**src/rtl/ffpa_pkg.sv**
```systemverilog
// ----------------------------------------------------------------------------
// ffpa_pkg
// Shared types, codes and constants of the first-fit pool allocator.
// ----------------------------------------------------------------------------
package ffpa_pkg;

  localparam int unsigned POOLS_DEF               = 4;
  localparam int unsigned FIRST_POOL_GRANULES_DEF = 256;
  localparam int unsigned GRANULE_BYTES           = 16;
  localparam int unsigned GRAN_SHIFT              = 4;

  localparam int unsigned FUNC_W = 2;
  localparam int unsigned REQ_W  = 16;
  localparam int unsigned ADDR_W = 12;
  localparam int unsigned STAT_W = 2;
  localparam int unsigned COPY_W = 15;
  localparam int unsigned CFG_W  = 3;
  localparam int unsigned G_W    = REQ_W + 1 - GRAN_SHIFT;

  localparam logic [CFG_W-1:0] LIMIT_RESET = 3'd4;

  // Operation codes.
  localparam logic [FUNC_W-1:0] FUNC_ALLOC  = 2'd0;
  localparam logic [FUNC_W-1:0] FUNC_FREE   = 2'd1;
  localparam logic [FUNC_W-1:0] FUNC_RESIZE = 2'd2;

  // Result status codes.
  localparam logic [STAT_W-1:0] ST_DONE  = 2'd0;
  localparam logic [STAT_W-1:0] ST_OOM   = 2'd1;
  localparam logic [STAT_W-1:0] ST_MOVED = 2'd2;

  typedef enum logic [4:0] {
    CMD_NOP,
    CMD_LOAD,
    CMD_AL_INIT,
    CMD_I_INC,
    CMD_OPEN,
    CMD_WK_START,
    CMD_HDR,
    CMD_HDR_FREE,
    CMD_MERGE,
    CMD_FIT,
    CMD_NEXT,
    CMD_SPLIT_A,
    CMD_SPLIT_B,
    CMD_SET_RES_N,
    CMD_FF_HDR,
    CMD_RD_N,
    CMD_FREE_WR,
    CMD_SAVE_OLD,
    CMD_RES_ADDR,
    CMD_ALLOC_RES,
    CMD_SET_OOM,
    CMD_MOVE,
    CMD_PUBLISH
  } cmd_e;

  typedef struct packed {
    logic [FUNC_W-1:0] func;
    logic              addr_zero;
    logic              pool_found;
    logic              i_end;
    logic              i_open;
    logic              i_ffv;
    logic              i_lim;
    logic              hn_alloc;
    logic              hn_last;
    logic              fit;
    logic              old_gt_g;
    logic              rd_alloc;
    logic              rd_last;
    logic              p_ffv;
    logic              res_zero;
  } dp_status_t;

endpackage

```
**src/rtl/ffpa_ctrl.sv**
```systemverilog
// ----------------------------------------------------------------------------
// ffpa_ctrl
// Sequencer of the allocator: issues one datapath command per cycle.
// ----------------------------------------------------------------------------
module ffpa_ctrl (
  input  logic                 clk_i,
  input  logic                 rst_ni,
  input  logic                 in_valid_i,
  output logic                 in_ready_o,
  output logic                 out_valid_o,
  input  logic                 out_ready_i,
  input  ffpa_pkg::dp_status_t st_i,
  output ffpa_pkg::cmd_e       cmd_o
);
  import ffpa_pkg::*;

  localparam logic [4:0] S_IDLE    = 5'd0;
  localparam logic [4:0] S_DISP    = 5'd1;
  localparam logic [4:0] S_AL_SCAN = 5'd2;
  localparam logic [4:0] S_AL_OPEN = 5'd3;
  localparam logic [4:0] S_AL_OPN2 = 5'd4;
  localparam logic [4:0] S_WK_HDR  = 5'd5;
  localparam logic [4:0] S_WK_MG   = 5'd6;
  localparam logic [4:0] S_WK_CHK  = 5'd7;
  localparam logic [4:0] S_SPL_A   = 5'd8;
  localparam logic [4:0] S_SPL_B   = 5'd9;
  localparam logic [4:0] S_AL_FF   = 5'd10;
  localparam logic [4:0] S_FF_HDR  = 5'd11;
  localparam logic [4:0] S_AL_END  = 5'd12;
  localparam logic [4:0] S_MOVE    = 5'd13;
  localparam logic [4:0] S_MV_RD   = 5'd14;
  localparam logic [4:0] S_FR_HDR  = 5'd15;
  localparam logic [4:0] S_FR_MG   = 5'd16;
  localparam logic [4:0] S_FR_WR   = 5'd17;
  localparam logic [4:0] S_RS_HDR  = 5'd18;
  localparam logic [4:0] S_RS_CHK  = 5'd19;
  localparam logic [4:0] S_RS_AL   = 5'd20;
  localparam logic [4:0] S_RS_DONE = 5'd21;
  localparam logic [4:0] S_PUB     = 5'd22;

  logic [4:0] state_q, state_d;
  logic       in_alloc_q, in_alloc_d;
  logic       is_resize_q, is_resize_d;
  logic       opened_q, opened_d;
  logic       out_valid_q, out_valid_d;

  always_comb begin
    state_d     = state_q;
    in_alloc_d  = in_alloc_q;
    is_resize_d = is_resize_q;
    opened_d    = opened_q;
    out_valid_d = out_valid_q && !out_ready_i;
    cmd_o       = CMD_NOP;
    unique case (state_q)
      S_IDLE: begin
        if (in_valid_i) begin
          cmd_o   = CMD_LOAD;
          state_d = S_DISP;
        end
      end
      S_DISP: begin
        priority if (st_i.func == FUNC_ALLOC ||
                     (st_i.func == FUNC_RESIZE && st_i.addr_zero)) begin
          cmd_o       = CMD_AL_INIT;
          in_alloc_d  = 1'b1;
          is_resize_d = 1'b0;
          opened_d    = 1'b0;
          state_d     = S_AL_SCAN;
        end else if (st_i.func == FUNC_FREE) begin
          if (st_i.addr_zero || !st_i.pool_found) begin
            state_d = S_PUB;
          end else begin
            cmd_o   = CMD_RD_N;
            state_d = S_FR_HDR;
          end
        end else if (st_i.func == FUNC_RESIZE) begin
          if (!st_i.pool_found) begin
            cmd_o   = CMD_SET_OOM;
            state_d = S_PUB;
          end else begin
            cmd_o   = CMD_RD_N;
            state_d = S_RS_HDR;
          end
        end else begin
          state_d = S_PUB;
        end
      end
      S_AL_SCAN: begin
        priority if (st_i.i_end) begin
          cmd_o   = CMD_AL_INIT;
          state_d = S_AL_OPEN;
        end else if (st_i.i_open && st_i.i_ffv) begin
          cmd_o   = CMD_WK_START;
          state_d = S_WK_HDR;
        end else begin
          cmd_o = CMD_I_INC;
        end
      end
      S_AL_OPEN: begin
        priority if (st_i.i_end || (!st_i.i_open && st_i.i_lim)) begin
          state_d = S_AL_END;
        end else if (st_i.i_open) begin
          cmd_o = CMD_I_INC;
        end else begin
          cmd_o    = CMD_OPEN;
          opened_d = 1'b1;
          state_d  = S_AL_OPN2;
        end
      end
      S_AL_OPN2: begin
        cmd_o   = CMD_WK_START;
        state_d = S_WK_HDR;
      end
      S_WK_HDR: begin
        cmd_o   = CMD_HDR;
        state_d = S_WK_MG;
      end
      S_WK_MG: begin
        cmd_o   = CMD_MERGE;
        state_d = S_WK_CHK;
      end
      S_WK_CHK: begin
        priority if (!st_i.hn_alloc && st_i.fit) begin
          cmd_o   = CMD_FIT;
          state_d = S_SPL_A;
        end else if (st_i.hn_last) begin
          if (opened_q) begin
            state_d = S_AL_END;
          end else begin
            cmd_o   = CMD_I_INC;
            state_d = S_AL_SCAN;
          end
        end else begin
          cmd_o   = CMD_NEXT;
          state_d = S_WK_HDR;
        end
      end
      S_SPL_A: begin
        cmd_o   = CMD_SPLIT_A;
        state_d = S_SPL_B;
      end
      S_SPL_B: begin
        cmd_o   = CMD_SPLIT_B;
        state_d = in_alloc_q ? S_AL_FF : S_RS_DONE;
      end
      S_AL_FF: begin
        cmd_o   = CMD_SET_RES_N;
        state_d = st_i.p_ffv ? S_AL_END : S_FF_HDR;
      end
      S_FF_HDR: begin
        cmd_o = CMD_FF_HDR;
        if (!st_i.rd_alloc || st_i.rd_last) begin
          state_d = S_AL_END;
        end
      end
      S_AL_END: begin
        priority if (!is_resize_q) begin
          cmd_o   = CMD_ALLOC_RES;
          state_d = S_PUB;
        end else if (st_i.res_zero) begin
          cmd_o   = CMD_SET_OOM;
          state_d = S_PUB;
        end else begin
          cmd_o   = CMD_MOVE;
          state_d = S_MV_RD;
        end
      end
      S_MV_RD: begin
        cmd_o   = CMD_RD_N;
        state_d = S_FR_HDR;
      end
      S_MOVE: begin
        cmd_o   = CMD_MOVE;
        state_d = S_MV_RD;
      end
      S_FR_HDR: begin
        cmd_o   = CMD_HDR_FREE;
        state_d = S_FR_MG;
      end
      S_FR_MG: begin
        cmd_o   = CMD_MERGE;
        state_d = S_FR_WR;
      end
      S_FR_WR: begin
        cmd_o   = CMD_FREE_WR;
        state_d = S_PUB;
      end
      S_RS_HDR: begin
        cmd_o   = CMD_HDR;
        state_d = S_RS_CHK;
      end
      S_RS_CHK: begin
        cmd_o = CMD_SAVE_OLD;
        priority if (!st_i.fit) begin
          state_d = S_RS_AL;
        end else if (st_i.old_gt_g) begin
          in_alloc_d = 1'b0;
          state_d    = S_SPL_A;
        end else begin
          state_d = S_RS_DONE;
        end
      end
      S_RS_AL: begin
        cmd_o       = CMD_AL_INIT;
        in_alloc_d  = 1'b1;
        is_resize_d = 1'b1;
        opened_d    = 1'b0;
        state_d     = S_AL_SCAN;
      end
      S_RS_DONE: begin
        cmd_o   = CMD_RES_ADDR;
        state_d = S_PUB;
      end
      S_PUB: begin
        if (!out_valid_q || out_ready_i) begin
          cmd_o       = CMD_PUBLISH;
          out_valid_d = 1'b1;
          state_d     = S_IDLE;
        end
      end
      default: state_d = S_IDLE;
    endcase
  end

  always_ff @(posedge clk_i or negedge rst_ni) begin
    if (!rst_ni) begin
      state_q     <= S_IDLE;
      in_alloc_q  <= 1'b0;
      is_resize_q <= 1'b0;
      opened_q    <= 1'b0;
      out_valid_q <= 1'b0;
    end else begin
      state_q     <= state_d;
      in_alloc_q  <= in_alloc_d;
      is_resize_q <= is_resize_d;
      opened_q    <= opened_d;
      out_valid_q <= out_valid_d;
    end
  end

  assign in_ready_o  = state_q == S_IDLE;
  assign out_valid_o = out_valid_q;

endmodule

```
**config.mk**
```make
export PLATFORM = sky130hd
export DESIGN_NAME = ffpa_ctrl
export DESIGN_NICKNAME = d
export VERILOG_FILES = /design/src/rtl/ffpa_pkg.sv /design/src/rtl/ffpa_ctrl.sv
export SDC_FILE = /design/constraint.sdc
export NUM_CORES = 1
export LEC_CHECK = 0
export CAP_MARGIN = 30
export CORE_MARGIN = 5
export CORE_UTILIZATION = 50
export CTS_BUF_LIST = sky130_fd_sc_hd__clkbuf_16
export CTS_CLUSTER_SIZE = 12
export DETAILED_ROUTE_END_ITERATION = 6
export DONT_BUFFER_PORTS = 1
export PLACE_DENSITY_LB_ADDON = 0.25
export SLEW_MARGIN = 5
export SYNTH_ARGS = -nofsm -noshare
export SYNTH_HDL_FRONTEND = slang
export SYNTH_SLANG_ARGS = --single-unit
```
**constraint.sdc**
```tcl
create_clock -name clk_i -period 1.75 [get_ports clk_i]
set_input_delay 0.2625 -clock clk_i [delete_from_list [all_inputs] [get_ports clk_i]]
set_output_delay 0.2625 -clock clk_i [all_outputs]
set_load 0.02 [all_outputs]
```
After elaboration in Yosys (flattened, before gate mapping)
Index checks and enable logic that the tools add are counted.
- input bits: 20
- bits in registers: 9
- eq/ne operators: 34
- muxes and demuxes: 50
- reduce and logical (&&, ||, !) cells: 28
- operators by type and width (cell ; number):
    5-bit two-way mux ; 25
    5-bit case mux with 22 select lines ; 1
    5-bit case mux with 21 select lines ; 1
    5-bit by 4-bit equality test with 1-bit output (second input constant) ; 8
    5-bit equality test (second input constant) ; 7
    3-bit two-way mux ; 7
    5-bit by 3-bit equality test with 1-bit output (second input constant) ; 4
    2-bit != test (second input constant) ; 8
    5-bit by 2-bit equality test with 1-bit output (second input constant) ; 2
    1-bit two-way mux ; 10
    4-bit two-way mux ; 2
    4-bit AND reduction ; 2
    1-bit zero test ; 6
    3-bit != test (second input constant) ; 2
    1-bit case mux with 3 select lines ; 2
    3-bit nonzero test ; 2
    2-bit OR reduction ; 3
    5-bit by 1-bit equality test with 1-bit output (second input constant) ; 1
    1-bit logical AND ; 5
    5-bit zero test ; 1
    1-bit logical OR ; 5
    5-bit AND reduction ; 1
    2-bit by 1-bit equality test with 1-bit output (second input constant) ; 1
    2-bit equality test (second input constant) ; 1
    5 further kinds ; 5

Logic depth before layout (Yosys ltp)
Gate-level depths: netlist of run 1.
- depth after elaboration: 6
- gate-level depth with buffers: 7
- depth with buffers taken out: 5

Worst setup path after synthesis of run 1
OpenSTA, ideal clock, no wires.
- kind: register -> output
- start: reg state_q[3]
- end: out cmd_o[0]
- data arrival time: 1638 ps
- required time: 1487 ps
- cell stages (with the launch flop): 6
- slack: -151 ps
- cells stage by stage: dfrtp_1 > buf_6 > or3_4 > nor3_1 > a32oi_1 > nand4_1
- cells in the longest elaborated chain, start to end: 3
- elaborated cells between the ends (all ways): 26
- ends and longest elaborated chain (item ; RTL line ; RTL):
    start: declaration ; ffpa_ctrl.sv:41 ; logic [4:0] state_q, state_d;
    start signal: assignment ; ffpa_ctrl.sv:233 ; state_q <= state_d;
    5-bit equality test / 5-bit by 3-bit equality test with 1-bit output (equally long branches) ; ffpa_ctrl.sv:54 ; unique case (state_q)
    2-bit OR reduction (no source line) ; -- ;
    5-bit case mux with 21 select lines (*) ; ffpa_ctrl.sv:54 ;
    end: declaration ; ffpa_ctrl.sv:13 ; output ffpa_pkg::cmd_e cmd_o
Mark *: on every way between the ends. The rest lies on a longest branch, timed or not.

Final worst setup path of run 1
- start: reg state_q[4]
- end: out cmd_o[0]
The elaborated chain is that of the path after synthesis.

==> metrics, run 1 <==
Synth area leader dfrtp_1; register area 231 µm²; Vias 1776; Pwr Density 2020 nW/µm²; failing checks setup timing; Initial Util 0.525; Multi-input gate area 1170 µm²; CTS tree done; syn avg cell area 6.83 µm²; die area 3750 µm²; # diodes 0; number of global-route vias before repair 1596; cts bufs inserted 3; Die W 61.2 µm; drt total wl 5350 µm; fill cell count 169; Setup crit start kind register; critical path startpoint state_q[4]; post-synthesis register bit count 9; Clock Skew 0.00292 ns; Worst Path Buf+Inv 0; relative slew slack 0.675; Worst-path clk slew 0.04 ns; Max FO, Critical Path 5; CP max stage delay 0.44 ns; final hold vios 0; Final Hold Slack 0.247 ns; initial antenna violation count 0; IO Count 27; share of layout cells above drive strength 1 0.401; CTS Root Cell clkbuf_16; Pleak 0.790 nW; Nets 248; slowest library cell on the worst path dfrtp_2; non-filler cells, final 257; clock latency at the later pin of the worst-skew pair 0.24 ns; cell area after layout 1950 µm²; Async S/R FF share, synth 1.00; setup total negative slack -2.10 ns; number of enable flip-flop cells after synthesis 0; total clock sinks 9; initial DRC count 130; Tot Pwr 3.94 mW; Max Cap Violations 0; first-pass GRT wire length 7420 µm; grt ovf 0; period utilization 1.15; worst hold path type input pin to register; DRC 0; row count 18; DR WL/cell 20.8 µm; GRT Total Usage 0.272; Worst Max-Slew Pin Slew 0.486 ns; synth warn 0; Port Buffers 0; min-delay src st_i[14]; Cell Area, Placed 1550 µm²; Antenna Violating Nets Remaining 0; Cells after DPL 240; delay-heaviest family, CP simple AND/OR/NAND/NOR gates; Via-to-Cell Ratio 6.91; unrepaired setup endpoints after global routing yes; post-synthesis sequential area ratio 0.172; CP Cell Sequence or3_4 > nor3_4 > a32oi_1 > nand4_1; Max Buffers Root-to-Sink 2; H-tree depth 1; core area 2500 µm²; Post-DP HPWL 3600 µm; Reg-to-Reg Start state_q[4]; # setup viols final 11; CP Class register to primary output; Max VDD drop 0.00145 V; die height 61.2 µm; Final Slew Violations 0; Synth Flop Type dfrtp_1; final setup margin -0.264 ns; area added between synthesis and finish 48.9%; Critical Path RT 1.49 ns; outcome finished with violations; final RePlAce weighted congestion 0.936; largest net degree at the start of global routing 27; Synth area leaders dfrtp_1 (17%), nand2b_1 (6.7%), a21oi_1 (6.5%); share of the synthesized area in the top cell type 0.172; Synth Instances 192; minimum clock period 2.01 ns; fmax 0.496 GHz; Mapped Nets 212; 1st-pass router iterations 5; Yosys cell types 48; Netlist Area Pre-Place 1310 µm²; crit end category primary output; crit path DAT 1.75 ns
per-stage QoR:
stage                     utilization  setup WS [ns]
after global routing            0.781         -0.293
after detailed placement        0.618        -0.0686
after CTS                       0.684         -0.202
final                           0.781         -0.264
after global placement          0.618        -0.0594
after floorplan                     -       -0.00957
path summary, 6_finish.rpt:
path / endpoint / slack (ns) / cells after the start
setup / recovery: cmd_o[0] / -0.26 / 4
hold / removal: in_alloc_q / 0.25 / 2
setup reg to reg: opened_q / -0.26 / 6
hold reg to reg: opened_q / 0.58 / 2
max in group asynchronous: state_q[3] / 0.97 / 1
min in group asynchronous: out_valid_o / 0.43 / 1
placed cells by master, fill, tap and decap left out, types with 2 or more instances in the layout:
master	Yosys	routed
a22oi_1	4	3
nor4_1	4	4
buf_4	1	34
a21oi_2	0	3
nand2b_4	0	4
nand2_4	1	2
nor2b_1	12	11
nand2b_1	14	10
nor2_1	9	8
buf_6	1	9
a211oi_2	0	2
buf_12	0	2
nand3_2	0	4
nand2_1	20	17
o211ai_1	5	5
or4_4	0	2
o21ai_1	1	3
o21ai_0	13	11
dfrtp_2	0	5
a31oi_1	4	3
a21oi_1	17	13
a32oi_1	3	3
nor3b_1	3	3
a21o_1	4	4
nand3_1	6	2
nand4_1	2	2
nor3_1	8	5
clkbuf_16	0	3
nand2_2	0	2
nor3_4	0	2
inv_1	4	4
dfrtp_1	9	4
o31ai_1	3	3
a311o_1	2	2
worst register-to-register path, delay by kind of cell (launching register included):
| kind | cells | cell delay (ns) |
|---|---|---|
| AO/OA/AOI/OAI | 1 | 0.13 |
| AND/OR/NAND/NOR | 3 | 1.04 |
| flip-flops | 1 | 0.44 |
| buffers and inverters | 2 | 0.28 |
cells by family after synthesis:
logic type | Yosys count | synth area share
and+or+nand+nor | 89 | 0.381
xor gates and xnor gates | 1 | 0.00668
AOI/OAI and AO/OA | 71 | 0.363
DFF | 9 | 0.172
buffers and inverters | 21 | 0.0706
muxes | 1 | 0.00763
where the power goes:
part / internal (mW) / switching (mW)
combinational: 1.41 / 1.67
sequential: 0.303 / 0.157
clock: 0.299 / 0.106
cell usage after synthesis (3+ instances only):
library cell  instances
o31ai_1               3
inv_1                 4
nand3_1               6
a31oi_1               4
dfrtp_1               9
nand2b_1             14
nor4_1                4
clkbuf_1             13
nor3b_1               3
a22oi_1               4
a21o_1                4
nor2b_1              12
nor2_1                9
nand2_1              20
nor3_1                8
o21ai_0              13
a211oi_1              3
a21oi_1              17
a32oi_1               3
o211ai_1              5
repair_timing:
| item | 4_1_cts | 5_1_grt |
|---|---|---|
| resized for setup | 14 | 44 |
| hold buffers | 1 | 0 |
| setup buffers | 4 | 7 |
| pin swaps | 6 | 13 |
| hold endpoints to repair | 9 | 0 |
| gates cloned | 0 | 1 |
| endpoints found under the setup margin | 8 | 12 |
per-layer routing:
| layer | vias up | GRT usage | wire length, µm |
|---|---|---|---|
| li1 | 796 | - | - |
| met1 | 830 | 0.351 | 2080 |
| met2 | 119 | 0.424 | 2450 |
| met3 | 31 | 0.0755 | 582 |
| met4 | 0 | 0.121 | 239 |
| met5 | - | 0 | 0 |
flip-flops by register name, summed over array words and instances, names as in the netlist:
signal,flops
out_valid_o,1
state_q,5
in_alloc_q,1
opened_q,1
is_resize_q,1
final cells by class:
cell class                 instances  area share
sequential                         9       0.119
clock buffer                       3      0.0385
inverter                           4     0.00962
tap                               30      0.0192
clock inverter                     1     0.00192
timing repair buffer              48       0.215
multi-input combinational        162       0.597
Note: power is estimated with default switching activity, not from simulation.
==> run 2: changes to the inputs <==
- CORE_UTILIZATION: 50 -> 40
==> metrics, run 2 (synthesis results as in run 1) <==
Initial Util 0.423 (-0.102); non-filler cells, final 270 (+5.1%); cell-internal power 1.90 mW (-5.4%); Worst Max-Slew Pin Slew 0.518 ns (+0.0319 ns); Nets 247 (-0.40%); # diodes 0 (unchanged); number of global-route vias before repair 1649 (+3.3%); worst hold path type input pin to register; most frequent cells in the layout buf_4 (38), nand2_1 (18), a21oi_1 (14); share of layout cells above drive strength 1 0.381 (-0.0204); first-pass GRT wire length 8270 µm (+11%); met1 usage 0.314 (-0.0369); Worst-path clk slew 0.04 ns (about the same); CTS Root Cell clkbuf_16; GRT Total Usage 0.246 (-0.0264); Psw 1.85 mW (-4.5%); crit path DAT 2.16 ns (+0.41 ns); failing checks setup timing; CP Class register to register; r2r setup slk -0.28 ns (-0.02 ns); die height 67.3 µm (+9.9%); fin util 0.617 (-0.164); Antenna Violating Nets Remaining 0 (unchanged); Clk pwr share 0.111 (+0.008); Largest Register state_q; largest net degree at the start of global routing 16 (-41%); Clock Skew 0.000844 ns (-0.00208 ns); crit end category register; Place WS -0.101 ns (-0.0324 ns); Final Slew Violations 0 (unchanged); clock latency at the later pin of the worst-skew pair 0.24 ns (about the same); Post-DP HPWL 3900 µm (+8.3%); Setup crit start kind register; IO Count 27 (unchanged); busiest layer in global routing met2; cts bufs inserted 3 (unchanged); Die W 67.3 µm (+9.9%); # setup viols final 10 (-1); switching share of power 0.493 (+0.00243); Worst Path Buf+Inv 2 (+2); CP max stage delay 0.57 ns (+0.13 ns); GR Util met2 0.380 (-0.0441); CP Cell Sequence or3_4 > buf_4 > buf_6 > or4_4 > a22oi_2 > nor2_1; initial antenna violation count 0 (unchanged); Multi-input gate area 1130 µm² (-2.7%); Pwr Density 1960 nW/µm² (-3.1%); row count 20 (+2); Cells after DPL 255 (+6.3%); final RePlAce weighted congestion 1.01 (+7.8%); minimum clock period 2.03 ns (+0.0163 ns); Max VDD drop 0.000847 V (-42%); relative slew slack 0.654 (-0.0213); Max Buffers Root-to-Sink 2 (unchanged); H-tree depth 1 (unchanged); drt total wl 5560 µm (+3.8%); leading cell type in the layout, fill and taps excluded buf_4; Critical Path RT 1.88 ns (+0.39 ns); grt met3 use 0.0466 (-0.0289); unrepaired setup endpoints after global routing yes; grt ovf 0 (unchanged); core area 3100 µm² (+24%); initial DRC count 300 (+130%); slowest library cell on the worst path or4_4; fmax 0.493 GHz (-0.80%); Max Cap Violations 0 (unchanged); fill cell count 298 (+76%); part of the power in combinational logic 0.775 (-0.006); DR WL/cell 20.6 µm (-1.2%); area added between synthesis and finish 46.0%; DRC 0 (unchanged); Via-to-Cell Ratio 6.64 (-3.9%); CTS tree done; Vias 1794 (+1.0%); period utilization 1.16 (+0.00934); Port Buffers 0 (unchanged); setup total negative slack -2.10 ns (-0.00601 ns); max FFs per register 5 (unchanged); Reg power frac 0.114 (-0.003); register area 230 µm² (-0.54%); total clock sinks 9 (unchanged); Max FO, Critical Path 4 (-1); Final Hold Slack 0.252 ns (+0.00590 ns); die area 4520 µm² (+21%); final setup margin -0.280 ns (-0.0163 ns); Pleak 0.780 nW (-1.3%); final hold vios 0 (unchanged); 1st-pass router iterations 5 (unchanged); delay-heaviest family, CP simple AND/OR/NAND/NOR gates; outcome finished with violations
-- run 2: worst reg2reg max path, stage by stage (launching register included) --
cell and delay (ns):
dfrtp_2 0.42, or3_4 0.43, buf_4 0.16, buf_6 0.11, or4_4 0.57, a22oi_2 0.17, nor2_1 0.05
-- run 2: what timing repair did --
action | in CTS | in global routing
endpoints found under the hold margin | 9 | 0
gates resized for setup | 18 | 29
setup endpoints to repair | 10 | 12
setup buffers | 4 | 6
hold buffers | 1 | 0
pin swaps | 11 | 10
-- run 2: final cells by class --
type                       count  share of cell area
clock buffer                   3              0.0392
clock inverter                 1             0.00196
inverter                       4             0.00915
multi-input combinational    162               0.593
sequential                     9               0.120
tap                           44              0.0288
timing repair buffer          47               0.208
-- run 2: routing by layer --
metal / up-vias / share of wire
li1: 798 / -
met1: 843 / 0.37
met2: 114 / 0.47
met3: 39 / 0.097
met4: 0 / 0.065
met5: - / 0
-- run 2: worst paths after layout --
| check | startpoint | endpoint | cells after the start |
|---|---|---|---|
| setup reg to reg | state_q[3] | opened_q | 6 |
| hold / removal | st_i[14] | in_alloc_q | 2 |
| hold reg to reg | opened_q | opened_q | 2 |
| setup / recovery | state_q[3] | opened_q | 6 |
| min in group asynchronous | rst_ni | out_valid_o | 1 |
| max in group asynchronous | rst_ni | state_q[0] | 1 |
-- run 2: through the flow --
step	area [µm²]	power, mW
global placement	1570	2.63
global route	1910	3.96
floorplan	1330	1.90
CTS	1740	3.24
finish	1910	3.75
detailed placement	1570	2.68
-- run 2: power groups by stage --
stage	clock network [mW]	registers, mW	logic (mW)
floorplan	0	0.356	1.54
global placement	0	0.402	2.23
detailed placement	0	0.408	2.27
CTS	0.411	0.416	2.41
global route	0.433	0.441	3.09
finish	0.417	0.427	2.90
